**src/hw/rtl/assert_macros.svh**
```systemverilog
// Assertion macros for the RTL file that checks its own behavior.
`ifndef ASSERT_MACROS_SVH
`define ASSERT_MACROS_SVH

// Same-cycle implication, sampled on clk and ignored while rst_n is low.
`define ASSERT_IMPLIES(label, ante, cons) \
  label: assert property (@(posedge clk) disable iff (!rst_n) (ante) |-> (cons)) \
    else $error("assertion failed: same-cycle implication");

// Next-cycle implication, sampled on clk and ignored while rst_n is low.
`define ASSERT_NEXT(label, ante, cons) \
  label: assert property (@(posedge clk) disable iff (!rst_n) (ante) |=> (cons)) \
    else $error("assertion failed: next-cycle implication");

`endif

```
**src/hw/rtl/swpg_pkg.sv**
```systemverilog
// Shared types, constants and helpers of the sliding window pair generator.
package swpg_pkg;

  localparam int WINDOW_DEPTH = 64;
  localparam int IDX_W        = $clog2(WINDOW_DEPTH);
  localparam int CNT_W        = $clog2(WINDOW_DEPTH + 1);
  localparam int ID_W         = 32;
  localparam int STAMP_W      = 48;
  localparam int LIMIT_CNT_W  = 6;
  localparam int LIMIT_TIME_W = 32;
  localparam int CFG_IDX_W    = 2;
  localparam int CFG_DATA_W   = 32;

  typedef logic [IDX_W-1:0]   idx_t;
  typedef logic [CNT_W-1:0]   cnt_t;
  typedef logic [ID_W-1:0]    id_t;
  typedef logic [STAMP_W-1:0] stamp_t;

  typedef enum logic [CFG_IDX_W-1:0] {
    CFG_MODE  = 2'd0,
    CFG_COUNT = 2'd1,
    CFG_TIME  = 2'd2
  } cfg_idx_t;

  typedef struct packed {
    logic                    mode_by_count;
    logic [LIMIT_CNT_W-1:0]  count_limit;
    logic [LIMIT_TIME_W-1:0] time_limit;
  } cfg_t;

  typedef struct packed {
    idx_t   rd_addr;
    logic   wr_en;
    idx_t   wr_addr;
    id_t    wr_id;
    stamp_t wr_stamp;
  } mem_req_t;

  typedef struct packed {
    logic valid;
    logic last;
    id_t  earlier;
    id_t  current;
  } emit_t;

  typedef enum logic [2:0] {
    ST_IDLE,
    ST_TRIM,
    ST_EVICT,
    ST_APPEND,
    ST_SCAN,
    ST_FLUSH
  } state_t;

  // Ring slot at a given distance from the head.
  function automatic idx_t slot_of(input idx_t head, input idx_t off);
    logic [IDX_W:0] sum;
    sum = {1'b0, head} + {1'b0, off};
    if (sum >= (IDX_W + 1)'(WINDOW_DEPTH)) begin
      sum = sum - (IDX_W + 1)'(WINDOW_DEPTH);
    end
    return sum[IDX_W-1:0];
  endfunction

endpackage

```
**src/hw/rtl/swpg_dist_cmp.sv**
```systemverilog
// Compare unit: absolute stamp distance against the time limit.
module swpg_dist_cmp (
  input  logic [swpg_pkg::STAMP_W-1:0]      stamp_a,
  input  logic [swpg_pkg::STAMP_W-1:0]      stamp_b,
  input  logic [swpg_pkg::LIMIT_TIME_W-1:0] limit,
  output logic                              too_far
);
  import swpg_pkg::*;

  stamp_t distance;

  always_comb begin
    if (stamp_a > stamp_b) begin
      distance = stamp_a - stamp_b;
    end else begin
      distance = stamp_b - stamp_a;
    end
    too_far = distance > STAMP_W'(limit);
  end
endmodule

```
**src/hw/rtl/swpg_ctrl.sv**
```systemverilog
// Sequencer that trims, appends to and scans the window for one request.
module swpg_ctrl (
  input  logic                         clk,
  input  logic                         rst_n,
  input  swpg_pkg::cfg_t               cfg,
  input  logic                         in_fire,
  input  logic [swpg_pkg::ID_W-1:0]    in_id,
  input  logic [swpg_pkg::STAMP_W-1:0] in_stamp,
  output logic                         in_ready,
  input  logic                         out_free,
  output swpg_pkg::emit_t              emit,
  output swpg_pkg::mem_req_t           mem_req,
  input  logic [swpg_pkg::ID_W-1:0]    rd_id,
  input  logic [swpg_pkg::STAMP_W-1:0] rd_stamp
);
  import swpg_pkg::*;

  state_t state_r, state_nxt;
  idx_t   head_r, head_nxt;
  cnt_t   count_r, count_nxt;
  id_t    cur_id_r, cur_id_nxt;
  stamp_t cur_stamp_r, cur_stamp_nxt;
  cnt_t   rd_i_r, rd_i_nxt;
  idx_t   chk_i_r, chk_i_nxt;
  logic   chk_v_r, chk_v_nxt;
  logic   pend_v_r, pend_v_nxt;
  id_t    pend_id_r, pend_id_nxt;

  logic too_far;
  logic count_drop;
  logic full;
  logic chk_done;
  logic advance;
  logic issue;

  swpg_dist_cmp u_dist (
    .stamp_a (rd_stamp),
    .stamp_b (cur_stamp_r),
    .limit   (cfg.time_limit),
    .too_far (too_far)
  );

  always_comb begin
    count_drop = (count_r != '0) && (count_r > CNT_W'(cfg.count_limit));
    full       = count_r >= CNT_W'(WINDOW_DEPTH);
    // The entry held in the read register is consumed once it can go somewhere.
    chk_done   = chk_v_r && ((rd_id == cur_id_r) || !pend_v_r || out_free);
    advance    = !chk_v_r || chk_done;
    issue      = (rd_i_r + 1'b1) < count_r;
  end

  always_comb begin
    state_nxt = state_r;
    case (state_r)
      ST_IDLE: begin
        if (in_fire) state_nxt = ST_TRIM;
      end
      ST_TRIM: begin
        if (cfg.mode_by_count || (count_r == '0)) begin
          state_nxt = ST_APPEND;
        end else begin
          state_nxt = ST_EVICT;
        end
      end
      ST_EVICT: begin
        state_nxt = too_far ? ST_TRIM : ST_APPEND;
      end
      ST_APPEND: state_nxt = ST_SCAN;
      ST_SCAN: begin
        if (advance && !issue) state_nxt = ST_FLUSH;
      end
      ST_FLUSH: begin
        if (!pend_v_r || out_free) state_nxt = ST_IDLE;
      end
      default: state_nxt = ST_IDLE;
    endcase
  end

  always_comb begin
    in_ready         = 1'b0;
    head_nxt         = head_r;
    count_nxt        = count_r;
    cur_id_nxt       = cur_id_r;
    cur_stamp_nxt    = cur_stamp_r;
    rd_i_nxt         = rd_i_r;
    chk_i_nxt        = chk_i_r;
    chk_v_nxt        = chk_v_r;
    pend_v_nxt       = pend_v_r;
    pend_id_nxt      = pend_id_r;
    emit             = '0;
    emit.current     = cur_id_r;
    emit.earlier     = pend_id_r;
    mem_req          = '0;
    mem_req.rd_addr  = head_r;
    mem_req.wr_id    = cur_id_r;
    mem_req.wr_stamp = cur_stamp_r;
    mem_req.wr_addr  = slot_of(head_r, count_r[IDX_W-1:0]);
    case (state_r)
      ST_IDLE: begin
        in_ready = 1'b1;
        if (in_fire) begin
          cur_id_nxt    = in_id;
          cur_stamp_nxt = in_stamp;
        end
      end
      ST_TRIM: begin
        if (cfg.mode_by_count && count_drop) begin
          head_nxt  = slot_of(head_r, IDX_W'(1));
          count_nxt = count_r - 1'b1;
        end
      end
      ST_EVICT: begin
        if (too_far) begin
          head_nxt  = slot_of(head_r, IDX_W'(1));
          count_nxt = count_r - 1'b1;
        end
      end
      ST_APPEND: begin
        mem_req.wr_en = 1'b1;
        if (full) begin
          // The oldest slot is overwritten and the head moves past it.
          mem_req.wr_addr = head_r;
          head_nxt        = slot_of(head_r, IDX_W'(1));
        end else begin
          count_nxt = count_r + 1'b1;
        end
        rd_i_nxt   = '0;
        chk_v_nxt  = 1'b0;
        pend_v_nxt = 1'b0;
      end
      ST_SCAN: begin
        if (chk_done && (rd_id != cur_id_r)) begin
          emit.valid  = pend_v_r;
          pend_id_nxt = rd_id;
          pend_v_nxt  = 1'b1;
        end
        if (advance) begin
          mem_req.rd_addr = slot_of(head_r, rd_i_r[IDX_W-1:0]);
          chk_i_nxt       = rd_i_r[IDX_W-1:0];
          chk_v_nxt       = issue;
          if (issue) rd_i_nxt = rd_i_r + 1'b1;
        end else begin
          // Re-read the held entry so the read register keeps it.
          mem_req.rd_addr = slot_of(head_r, chk_i_r);
        end
      end
      ST_FLUSH: begin
        if (pend_v_r && out_free) begin
          emit.valid = 1'b1;
          emit.last  = 1'b1;
          pend_v_nxt = 1'b0;
        end
      end
      default: begin
      end
    endcase
  end

  always_ff @(posedge clk) begin
    if (!rst_n) begin
      state_r  <= ST_IDLE;
      head_r   <= '0;
      count_r  <= '0;
      chk_v_r  <= 1'b0;
      pend_v_r <= 1'b0;
    end else begin
      state_r  <= state_nxt;
      head_r   <= head_nxt;
      count_r  <= count_nxt;
      chk_v_r  <= chk_v_nxt;
      pend_v_r <= pend_v_nxt;
    end
  end

  always_ff @(posedge clk) begin
    cur_id_r    <= cur_id_nxt;
    cur_stamp_r <= cur_stamp_nxt;
    rd_i_r      <= rd_i_nxt;
    chk_i_r     <= chk_i_nxt;
    pend_id_r   <= pend_id_nxt;
  end
endmodule

```
**config.mk**
```make
export PLATFORM = sky130hd
export DESIGN_NAME = swpg_ctrl
export DESIGN_NICKNAME = d
export VERILOG_FILES = /design/src/hw/rtl/assert_macros.svh /design/src/hw/rtl/swpg_pkg.sv /design/src/hw/rtl/swpg_dist_cmp.sv /design/src/hw/rtl/swpg_ctrl.sv
export SDC_FILE = /design/constraint.sdc
export NUM_CORES = 1
export LEC_CHECK = 0
export BUFFER_PORTS_ARGS = -buffer_cell sky130_fd_sc_hd__buf_2
export CORE_MARGIN = 2
export CORE_UTILIZATION = 45
export CTS_BUF_LIST = sky130_fd_sc_hd__clkbuf_4 sky130_fd_sc_hd__clkbuf_8 sky130_fd_sc_hd__clkbuf_16
export DETAILED_ROUTE_END_ITERATION = 6
export MAX_ROUTING_LAYER = met4
export PLACE_DENSITY = 0.8
export SYNTH_ARGS = -nofsm -noshare
export SYNTH_HDL_FRONTEND = slang
export SYNTH_SLANG_ARGS = --single-unit
```
**constraint.sdc**
```tcl
create_clock -name clk -period 10.18 [get_ports clk]
set_input_delay 2.036 -clock clk [delete_from_list [all_inputs] [get_ports clk]]
set_output_delay 2.036 -clock clk [all_outputs]
set_load 0.02 [all_outputs]
```
; Yosys cells after proc, flatten, opt, wreduce, memory -nomap -nowiden
; Cells that the tools add are included.
[word_totals]
regBits = 143
latchBits = 0
ramBits = 0
rom_bits = 0
out_inout_bits = 160
memories = 0
[op_classes]
n_addsub = 13
mul = 0
div_mod_pow = 0
n_lt_le_gt_ge = 9
eq_ne = 18
shift = 0
muxes = 36
n_bitwise = 0
reduce_logical = 29
[ops]
columns = operator, n
row1 = $sub 48x48->48, 2
row2 = $mux 6, 10
row3 = $gt 48x32->1, 1
row4 = $gt 48x48->1, 1
row5 = $mux 48, 1
row6 = $mux 7, 6
row7 = $ge 7x7->1 const B, 5
row8 = $eq 32x32->1, 1
row9 = $ne 32x32->1, 1
row10 = $sub 6x1->6 const B, 4
row11 = $ne 2x2->1 const B, 11
row12 = $add 6x6->7, 3
row13 = $pmux 7 s3, 1
row14 = $pmux 3 s6, 1
row15 = $pmux 6 s3, 1
row16 = $add 7x1->7 const B, 2
row17 = $pmux 7 s2, 1
row18 = $mux 3, 3
row19 = $reduce_and 3->1, 3
row20 = $reduce_and 2->1, 4
row21 = $reduce_and 4->1, 2
row22 = $add 6x1->7 const B, 1
row23 = $gt 7x6->1, 1
row24 = $logic_not 7->1, 1
row25 = 16 further kinds, 38

; Longest topological paths before layout
; Gate-level depths: netlist of the first run.
[depth]
word_depth = 8
mapped_depth = 30
ltp_nobuf = 28

; Hierarchy
; Synthesis of the first run repeated with hierarchy kept, for this count alone.
[hier_totals]
hier_cells = 1475
area_unflattened_um2 = 13107.6
[by_module_without_submodules]
columns = mod, n_inst, cells_per_inst, area_per_inst_um2, seq_area_each_um2
row1 = swpg_dist_cmp, 1, 995, 6687.7, 0.0
row2 = swpg_ctrl, 1, 480, 6419.9, 4113.9

; Worst setup path after synthesis of the first run
; Ideal clock, no wire load.
[synth_path]
kind = input-to-reg
from = input rd_stamp[0] (netlist bit)
to = register head_r[2]
arrival_ns = 7.683
required_time_ns = 10.063
slack_ns = 2.380
cell_stages = 29
path_buffers = 4
cell_sequence = inv_1 > ha_1 > inv_1 > fa_1 > a211oi_1 > o211ai_1 > and3_1 > or2_1 > a211oi_4 > or2_1 > buf_6 > clkbuf_1 > buf_1 > mux2i_1 > xnor2_1 > ha_1 > a2111oi_0 > o21ai_0 > o21a_1 > a21oi_1 > nand2_1 > nor3_1 > o221ai_1 > a2111oi_0 > nand4_1 > or4_4 > buf_6 > nand4_1 > a21oi_2
[synth_between]
elab_chain_len = 5
elab_cells_between_ends = 7
classes_between = add/sub: 2 / order compare: 2 / eq/ne: 1 / mux: 1 / reduce/logical: 1
[synth_lines]
columns = item, line
row1 = "start, declared", swpg_ctrl.sv:14  ; input logic [swpg_pkg::STAMP_W-1:0] rd_stamp
row2 = $sub 48x48->48 (tied with other cells), swpg_dist_cmp.sv:16  ; distance = stamp_b - stamp_a;
row3 = $mux 48 (*), swpg_dist_cmp.sv:13  ; if (stamp_a > stamp_b) begin
row4 = $gt 48x32->1 (*), swpg_dist_cmp.sv:18  ; too_far = distance > STAMP_W'(limit);
row5 = $ne 2x2->1 (no source line) (*), --
row6 = $reduce_and 4->1 (no source line) (*), --
row7 = "end signal, assigned", swpg_ctrl.sv:168  ; head_r <= head_nxt;
row8 = "end, declared", swpg_ctrl.sv:19  ; idx_t head_r, head_nxt;
; Every way passes the cells marked *; elsewhere a longest branch is shown, timed or not.
; A chain may end at the register's enable or synchronous reset.

; Final worst setup path of the first run
[layout_path]
from = input rd_stamp[15] (netlist bit)
to = register head_r[2]
; Same word-level chain as after synthesis.

==> results of run 1 <==
layer usage:
layer	up-vias	track usage (%)	share of wire, %
li1	6014	-	-
met1	6227	38.8	41
met2	667	51.2	47
met3	119	5.59	7.5
met4	0	13.7	4.0
met5	-	-	0
cells by family after synthesis:
logic type | after synthesis
simple gates | 359
buf+inv | 255
compound gates | 461
fa+ha+maj | 161
xor+xnor | 100
flops | 143
mux | 23
cells in the mapped netlist, types with 18 or more instances:
cell type	count	area share, %
inv_1	164	4.7
ha_1	156	15
a21oi_1	149	5.7
edfxtp_1	125	28
nand2_1	99	2.8
o21ai_0	98	3.7
nor2_1	77	2.2
xnor2_1	72	4.8
nand4_1	50	2.4
a21o_1	46	2.6
buf_4	32	1.8
nor3_1	28	1.1
xor2_1	28	1.9
buf_2	25	0.95
nand3_1	24	0.91
o21a_1	24	1.4
clkbuf_1	23	0.65
a31oi_1	18	0.85
dfxtp_1	18	2.7
path summary, 6_finish.rpt:
| check | startpoint | end | slack, ps | cells past startpoint |
|---|---|---|---|---|
| worst max register to register | cur_stamp_r[27] | head_r[2] | 2950 | 25 |
| worst min-delay path | chk_v_r | chk_v_r | 520 | 2 |
| worst min register to register | chk_v_r | chk_v_r | 520 | 2 |
| worst max-delay path | rd_stamp[15] | head_r[2] | 1810 | 25 |
metrics by stage:
stage | setup WS, ps | util (%)
floorplan | 2380 | -
global placement | 1670 | 52.0
detailed placement | 1530 | 52.0
CTS | 1990 | 54.1
global route | 1140 | 54.2
finish | 1810 | 54.2
area by class of cell:
type / count / share of cell area [%]
multi-input combinational: 1104 / 50.8
sequential: 143 / 26.4
timing repair buffer: 366 / 11.8
inverter: 164 / 3.95
tap: 384 / 3.08
clock buffer: 19 / 3.05
clock inverter: 13 / 0.859
antenna: 4 / 0.0642
worst min-delay path, stage by stage (launching register included):
cell	delay, ps
dfxtp_1	340
a21oi_1	60
nor2_1	80
registers in the layout, indices dropped and copies added (netlist names):
name	count
count_r	7
chk_i_r	6
pend_v_r	1
rd_i_r	7
head_r	6
cur_id_r	32
pend_id_r	32
cur_stamp_r	48
state_r	3
chk_v_r	1
layout by cell type, fill, tap and decap left out, drive strengths merged, types with 46 or more instances in the layout:
cell	synthesis	final
edfxtp	125	125
ha	156	156
buf	68	366
xnor2	72	72
a21o	46	46
nor2	79	79
o21ai	103	103
inv	164	174
a21oi	152	152
nand2	99	99
nand4	50	50
power by group through the flow:
stage | Sequential [W] | Clock (W) | Combinational, W
floorplan | 0.000774 | 0 | 0.000681
global placement | 0.000757 | 0 | 0.000998
finish | 0.000747 | 0.000658 | 0.00103
detailed placement | 0.000759 | 0 | 0.00101
CTS | 0.000746 | 0.000668 | 0.00101
global route | 0.000752 | 0.000687 | 0.00112
==> metrics.yaml, run 1 <==
first_global_vias: 12800
syn-instance-count: 1502
clock_power_share_pct: 27.0
post_layout_nonfiller_instances: 2197
synthesis.nets: 1866
num_vias: 13000
cts_tree: "done"
final.min_clock_period_ps: 8370
post_cts.resized_instances: 0
ctsHtreeMaxLevel: 4
global_route_wire_length_before_repair_mm: 72.1
dpl-instance-area_sq_um: 15000
num_io_pins: 363
netlist_area_sq_um: 13200
non_filler_cell_area_final_sq_um: 15600
postCtsSetupBuffers: 0
critPathSlowestCell: "or4_4"
seq_power_share_pct: 30.6
layout-drive-gt1-share_pct: 23.6
timing.critical_path.required_ps: 10570
cts-hold-fix-buffers: 0
nFillCells: 2629
clk_path_buf_depth: 2
drv_cap: 0
pin_count_of_the_biggest_net_entering_global_routing: 59
netSwitchingFraction_pct: 41.5
tritonroute_pass_1_iters: 5
routed_wl_mm: 47.9
design.final.nets: 2160
asyncSetResetFlopFracSynth_pct: 0
report.final.hold_viol_count: 0
core_region_area_sq_um: 28800
leakage_nw: 7.17
place.port_buffers: 362
number_of_placed_instances_taps_included: 2161
clock_sink_count: 143
switchingPower_w: 0.00101
initial_core_util_pct: 45.8
area_growth_syn_to_layout_pct: 18.1
p_int_w: 0.00143
yosys.area_share.simple_pct: 13.6
vias_per_cell: 5.93
gpl.final_weighted_congestion: 1.01
antenna_found_initial: 4
placement_rows: 62
detail_route.iter0.violations: 1155
grt.total_usage_pct: 31.6
synth-warning-count: 0
worstPathBufferInverterCount: 2
final.hold.worst_slack_ps: 515
synth_top_family_by_area: "compound AO/OA/AOI/OAI gates"
synth.area.mux_share_pct: 1.80
remaining_drc_errors: 0
multi_input_area_sq_um: 7920
post_synth_edffs: 125
end_kind: "flop"
total_power_w: 0.00244
synth_flop_cell: "edfxtp_1"
max_stage_delay_ps: 690
insertion_delay_ps: 460
critPathTopFamily: "compound AO/OA/AOI/OAI gates"
combPwrFrac_pct: 42.3
timing.setup.tns_ps: 0
achievable-frequency_mhz: 120
ir_drop_uv: 189
synth.lib_cells_used.distinct: 80
setup_violations: 0
criticalPathCategory: "in2reg"
dpl.hpwl_mm: 39.1
seq_area_sq_um: 4110
timing.critical_path.fanout_max: 44
relSlewSlack_pct: 34.1
hp-class: "reg2reg"
final_min_period_over_clock_period_pct: 82.2
crit_path_start_kind: "input pin"
report.final.slew_viol_count: 0
avgRoutedWirePerCell_microns: 21.8
yosys.area_share.adder_pct: 15.6
crit_arrival_ps: 8760
yosys_register_bits: 143
clock-root-buffer: "clkbuf_16"
rsz_0062_raised_after_global_routing: "false"
floorplan.die.height_microns: 175
synth_area_per_cell_sq_um: 8.79
grt-ovfl-total: 0
tightest_slew_ps: 986
cts.reportedPaths.clkPinSlew_ps: 70
width_of_the_die_microns: 175
yosys.area_share.xor_xnor_pct: 6.64
drtAntennaViolNets: 0
clock-skew-final_ps: 19.0
run_status: "finished clean"
total_power_density_per_cell_area_nw_per_um2: 156
synth_compound_gate_area_share_pct: 22.3
sequential_to_total_area_share_from_yosys_stat_pct: 31.2
cts-buffers-inserted: 17
design.die.area_sq_um: 30700
Power figures use the tool's default switching activity.
==> run 2: changes to the inputs <==
--- a/config.mk
+++ b/config.mk
@@ -5,13 +5,14 @@
 export SDC_FILE = /design/constraint.sdc
 export NUM_CORES = 1
 export LEC_CHECK = 0
+export ABC_AREA = 1
 export BUFFER_PORTS_ARGS = -buffer_cell sky130_fd_sc_hd__buf_2
 export CORE_MARGIN = 2
 export CORE_UTILIZATION = 45
 export CTS_BUF_LIST = sky130_fd_sc_hd__clkbuf_4 sky130_fd_sc_hd__clkbuf_8 sky130_fd_sc_hd__clkbuf_16
 export DETAILED_ROUTE_END_ITERATION = 6
 export MAX_ROUTING_LAYER = met4
-export PLACE_DENSITY = 0.8
+export PLACE_DENSITY = 0.79
 export SYNTH_ARGS = -nofsm -noshare
 export SYNTH_HDL_FRONTEND = slang
 export SYNTH_SLANG_ARGS = --single-unit
==> constraint.sdc (replaced) <==
create_clock -name clk -period 8.2 [get_ports clk]
set_input_delay 1.64 -clock clk [delete_from_list [all_inputs] [get_ports clk]]
set_output_delay 1.64 -clock clk [all_outputs]
set_load 0.02 [all_outputs]
==> metrics.yaml, run 2 <==
run_status: "finished clean"
cts-buffers-inserted: 17  # unchanged
syn-instance-count: 2247  # +50%
largest_reg_flops: 48  # unchanged
detail_route.iter0.violations: 1421  # +23%
routed_wl_mm: 57.8  # +21%
asyncSetResetFlopFracSynth_pct: 0  # unchanged
placement_rows: 66  # +6.5%
cts.reportedPaths.clkPinSlew_ps: 60  # about the same
nFillCells: 3321  # +26%
tritonroute_pass_1_iters: 6  # +1
dpl-instance-area_sq_um: 16900  # +13%
tightest_slew_ps: 1140  # +152 ps
synth.lib_cells_used.distinct: 45  # -44%
post_synth_edffs: 125  # unchanged
hp-class: "reg2reg"
clk_path_buf_depth: 2  # unchanged
layout.cells.most_common: "nand2_1"
cts-hold-fix-buffers: 0  # unchanged
clock_sink_count: 143  # unchanged
synthesis.nets: 2611  # +40%
postCtsSetupBuffers: 0  # unchanged
netlist_area_sq_um: 14800  # +12%
width_of_the_die_microns: 186  # +5.9%
min-delay-start: "pend_v_r"
ir_drop_uv: 232  # +22%
area_growth_syn_to_layout_pct: 18.2  # about the same
drv_cap: 0  # unchanged
synth_area_per_cell_sq_um: 6.60  # -25%
crit_start: "rd_stamp[0]"
multi_input_area_sq_um: 8650  # +9.3%
vias_per_cell: 5.21  # -12%
crit_path_start_kind: "input pin"
drtAntennaViolNets: 0  # unchanged
grt-ovfl-total: 0  # unchanged
num_io_pins: 363  # unchanged
post_synth_main_area_contributors: "edfxtp_1, nand2_1, ha_1"
sequential_to_total_area_share_from_yosys_stat_pct: 27.7  # -3.5 points
clock-root-buffer: "clkbuf_16"
place.port_buffers: 362  # unchanged
timing.setup.tns_ps: 0  # unchanged
pin_count_of_the_biggest_net_entering_global_routing: 81  # +37%
end_kind: "flop"
design.die.area_sq_um: 34400  # +12%
layout_top_registers: "cur_stamp_r: 48 flops, cur_id_r: 32 flops, pend_id_r: 32 flops"
top_register: "cur_stamp_r"
synth-warning-count: 0  # unchanged
relSlewSlack_pct: 24.2  # -9.9 points
num_vias: 15900  # +22%
insertion_delay_ps: 450  # about the same
report.final.slew_viol_count: 0  # unchanged
seq_area_sq_um: 4110  # unchanged
layout.cells.most_common_list: "nand2_1, inv_1, buf_2"
initial_core_util_pct: 45.6  # -0.24 points
critPathSlowestCell: "nand2_4"
dpl.hpwl_mm: 49.5  # +27%
total_power_w: 0.00438  # +80%
number_of_placed_instances_taps_included: 3007  # +39%
achievable-frequency_mhz: 146
floorplan.die.height_microns: 186  # +5.9%
final.min_clock_period_ps: 6850
cts_tree: "done"
total_power_density_per_cell_area_nw_per_um2: 250  # +60%
design.final.nets: 2948  # +36%
worst_path_most_repeated_cell: "nand2_1"
criticalPathCategory: "in2reg"
remaining_drc_errors: 0  # unchanged
layout-drive-gt1-share_pct: 17.2  # -6.4 points
leakage_nw: 9.71  # +35%
report.final.hold_viol_count: 0  # unchanged
core_region_area_sq_um: 32500  # +13%
synthMostInstantiatedCell: "nand2_1"
synthDominantAreaCellType: "edfxtp_1"
timing.critical_path.required_ps: 8550  # -2020 ps
yosys_register_bits: 143  # unchanged
clock-skew-final_ps: 17.4  # -1.58 ps
grt.total_usage_pct: 34.3  # +2.6 points
rsz_0062_raised_after_global_routing: "false"
crit_arrival_ps: 7190  # -1570 ps
post_layout_nonfiller_instances: 3052  # +39%
non_filler_cell_area_final_sq_um: 17500  # +13%
max_stage_delay_ps: 540  # -150 ps
gpl.final_weighted_congestion: 1.02  # +0.90%
first_global_vias: 15300  # +20%
avgRoutedWirePerCell_microns: 18.9  # -13%
timing.critical_path.fanout_max: 55  # +25%
antenna_found_initial: 13  # +9
ctsHtreeMaxLevel: 4  # unchanged
final_min_period_over_clock_period_pct: 83.5
post_cts.resized_instances: 0  # unchanged
setup_violations: 0  # unchanged
synth_largest_type_area_fraction_pct: 25.3  # -3.2 points
global_route_wire_length_before_repair_mm: 85.2  # +18%
regToRegStartpoint: "cur_stamp_r[20]"
synth_flop_cell: "edfxtp_1"
synth_top_cells_by_count: "nand2_1, inv_1, nor2_1"
==> run 2: cells by family (layout without fill, tap and decap cells) <==
logic type / Yosys count / count (layout) / synth area share (%)
adders and majority gates: 161 / 161 / 13.8
other: 0 / 13 / 0
DFF: 143 / 143 / 27.7
xor gates and xnor gates: 70 / 70 / 4.13
buffers and inverters: 511 / 861 / 14.0
AOI/OAI and AO/OA: 258 / 258 / 9.47
and+or+nand+nor: 1099 / 1099 / 30.5
muxes: 5 / 5 / 0.337
==> run 2: area by class of cell <==
type | count | share of cell area, %
multi-input cells | 1593 | 49.3
inverters | 463 | 9.93
clock inverters | 6 | 0.264
diodes | 13 | 0.186
flip-flops and latches | 143 | 23.5
repair buffers | 366 | 10.5
well taps | 442 | 3.15
clock buffers | 26 | 3.18
==> run 2: metrics by stage <==
stage / util, % / hold slack, ps / setup slack (ps)
2_1_floorplan: - / 453 / 496
3_5_place_dp: 51.9 / 476 / 960
5_1_grt: 53.9 / 507 / 775
3_3_place_gp: 51.9 / 461 / 964
6_report: 53.9 / 494 / 1350
4_1_cts: 53.8 / 483 / 1360
==> run 2: path summary, 6_finish.rpt <==
check                           cells past startpoint    endpoint  slack [ps]
worst max-delay path                               35  count_r[2]        1350
worst min register to register                      2    pend_v_r         490
worst max register to register                     30  count_r[2]        2170
worst min-delay path                                2    pend_v_r         490
==> run 2: worst max-delay path, delay by kind of cell <==
kind,cells,cell delay [ps]
compound gates,3,730
buf+inv,3,290
fa+ha+maj,3,990
xor+xnor,1,250
simple gates,25,3230
==> run 2: power breakdown <==
group	total, W	leakage, nW	internal (W)	switching, W
Sequential	0.00109	1.31	0.000941	0.000144
Combinational	0.00250	8.10	0.000810	0.00170
Clock	0.000793	0.305	0.000473	0.000321
==> run 2: routing by layer <==
| layer | share of wire [%] | track usage (%) |
|---|---|---|
| met1 | 38 | 38.4 |
| met2 | 50 | 60.7 |
| met3 | 7.0 | 5.05 |
| met4 | 4.3 | 15.0 |
| met5 | 0 | - |
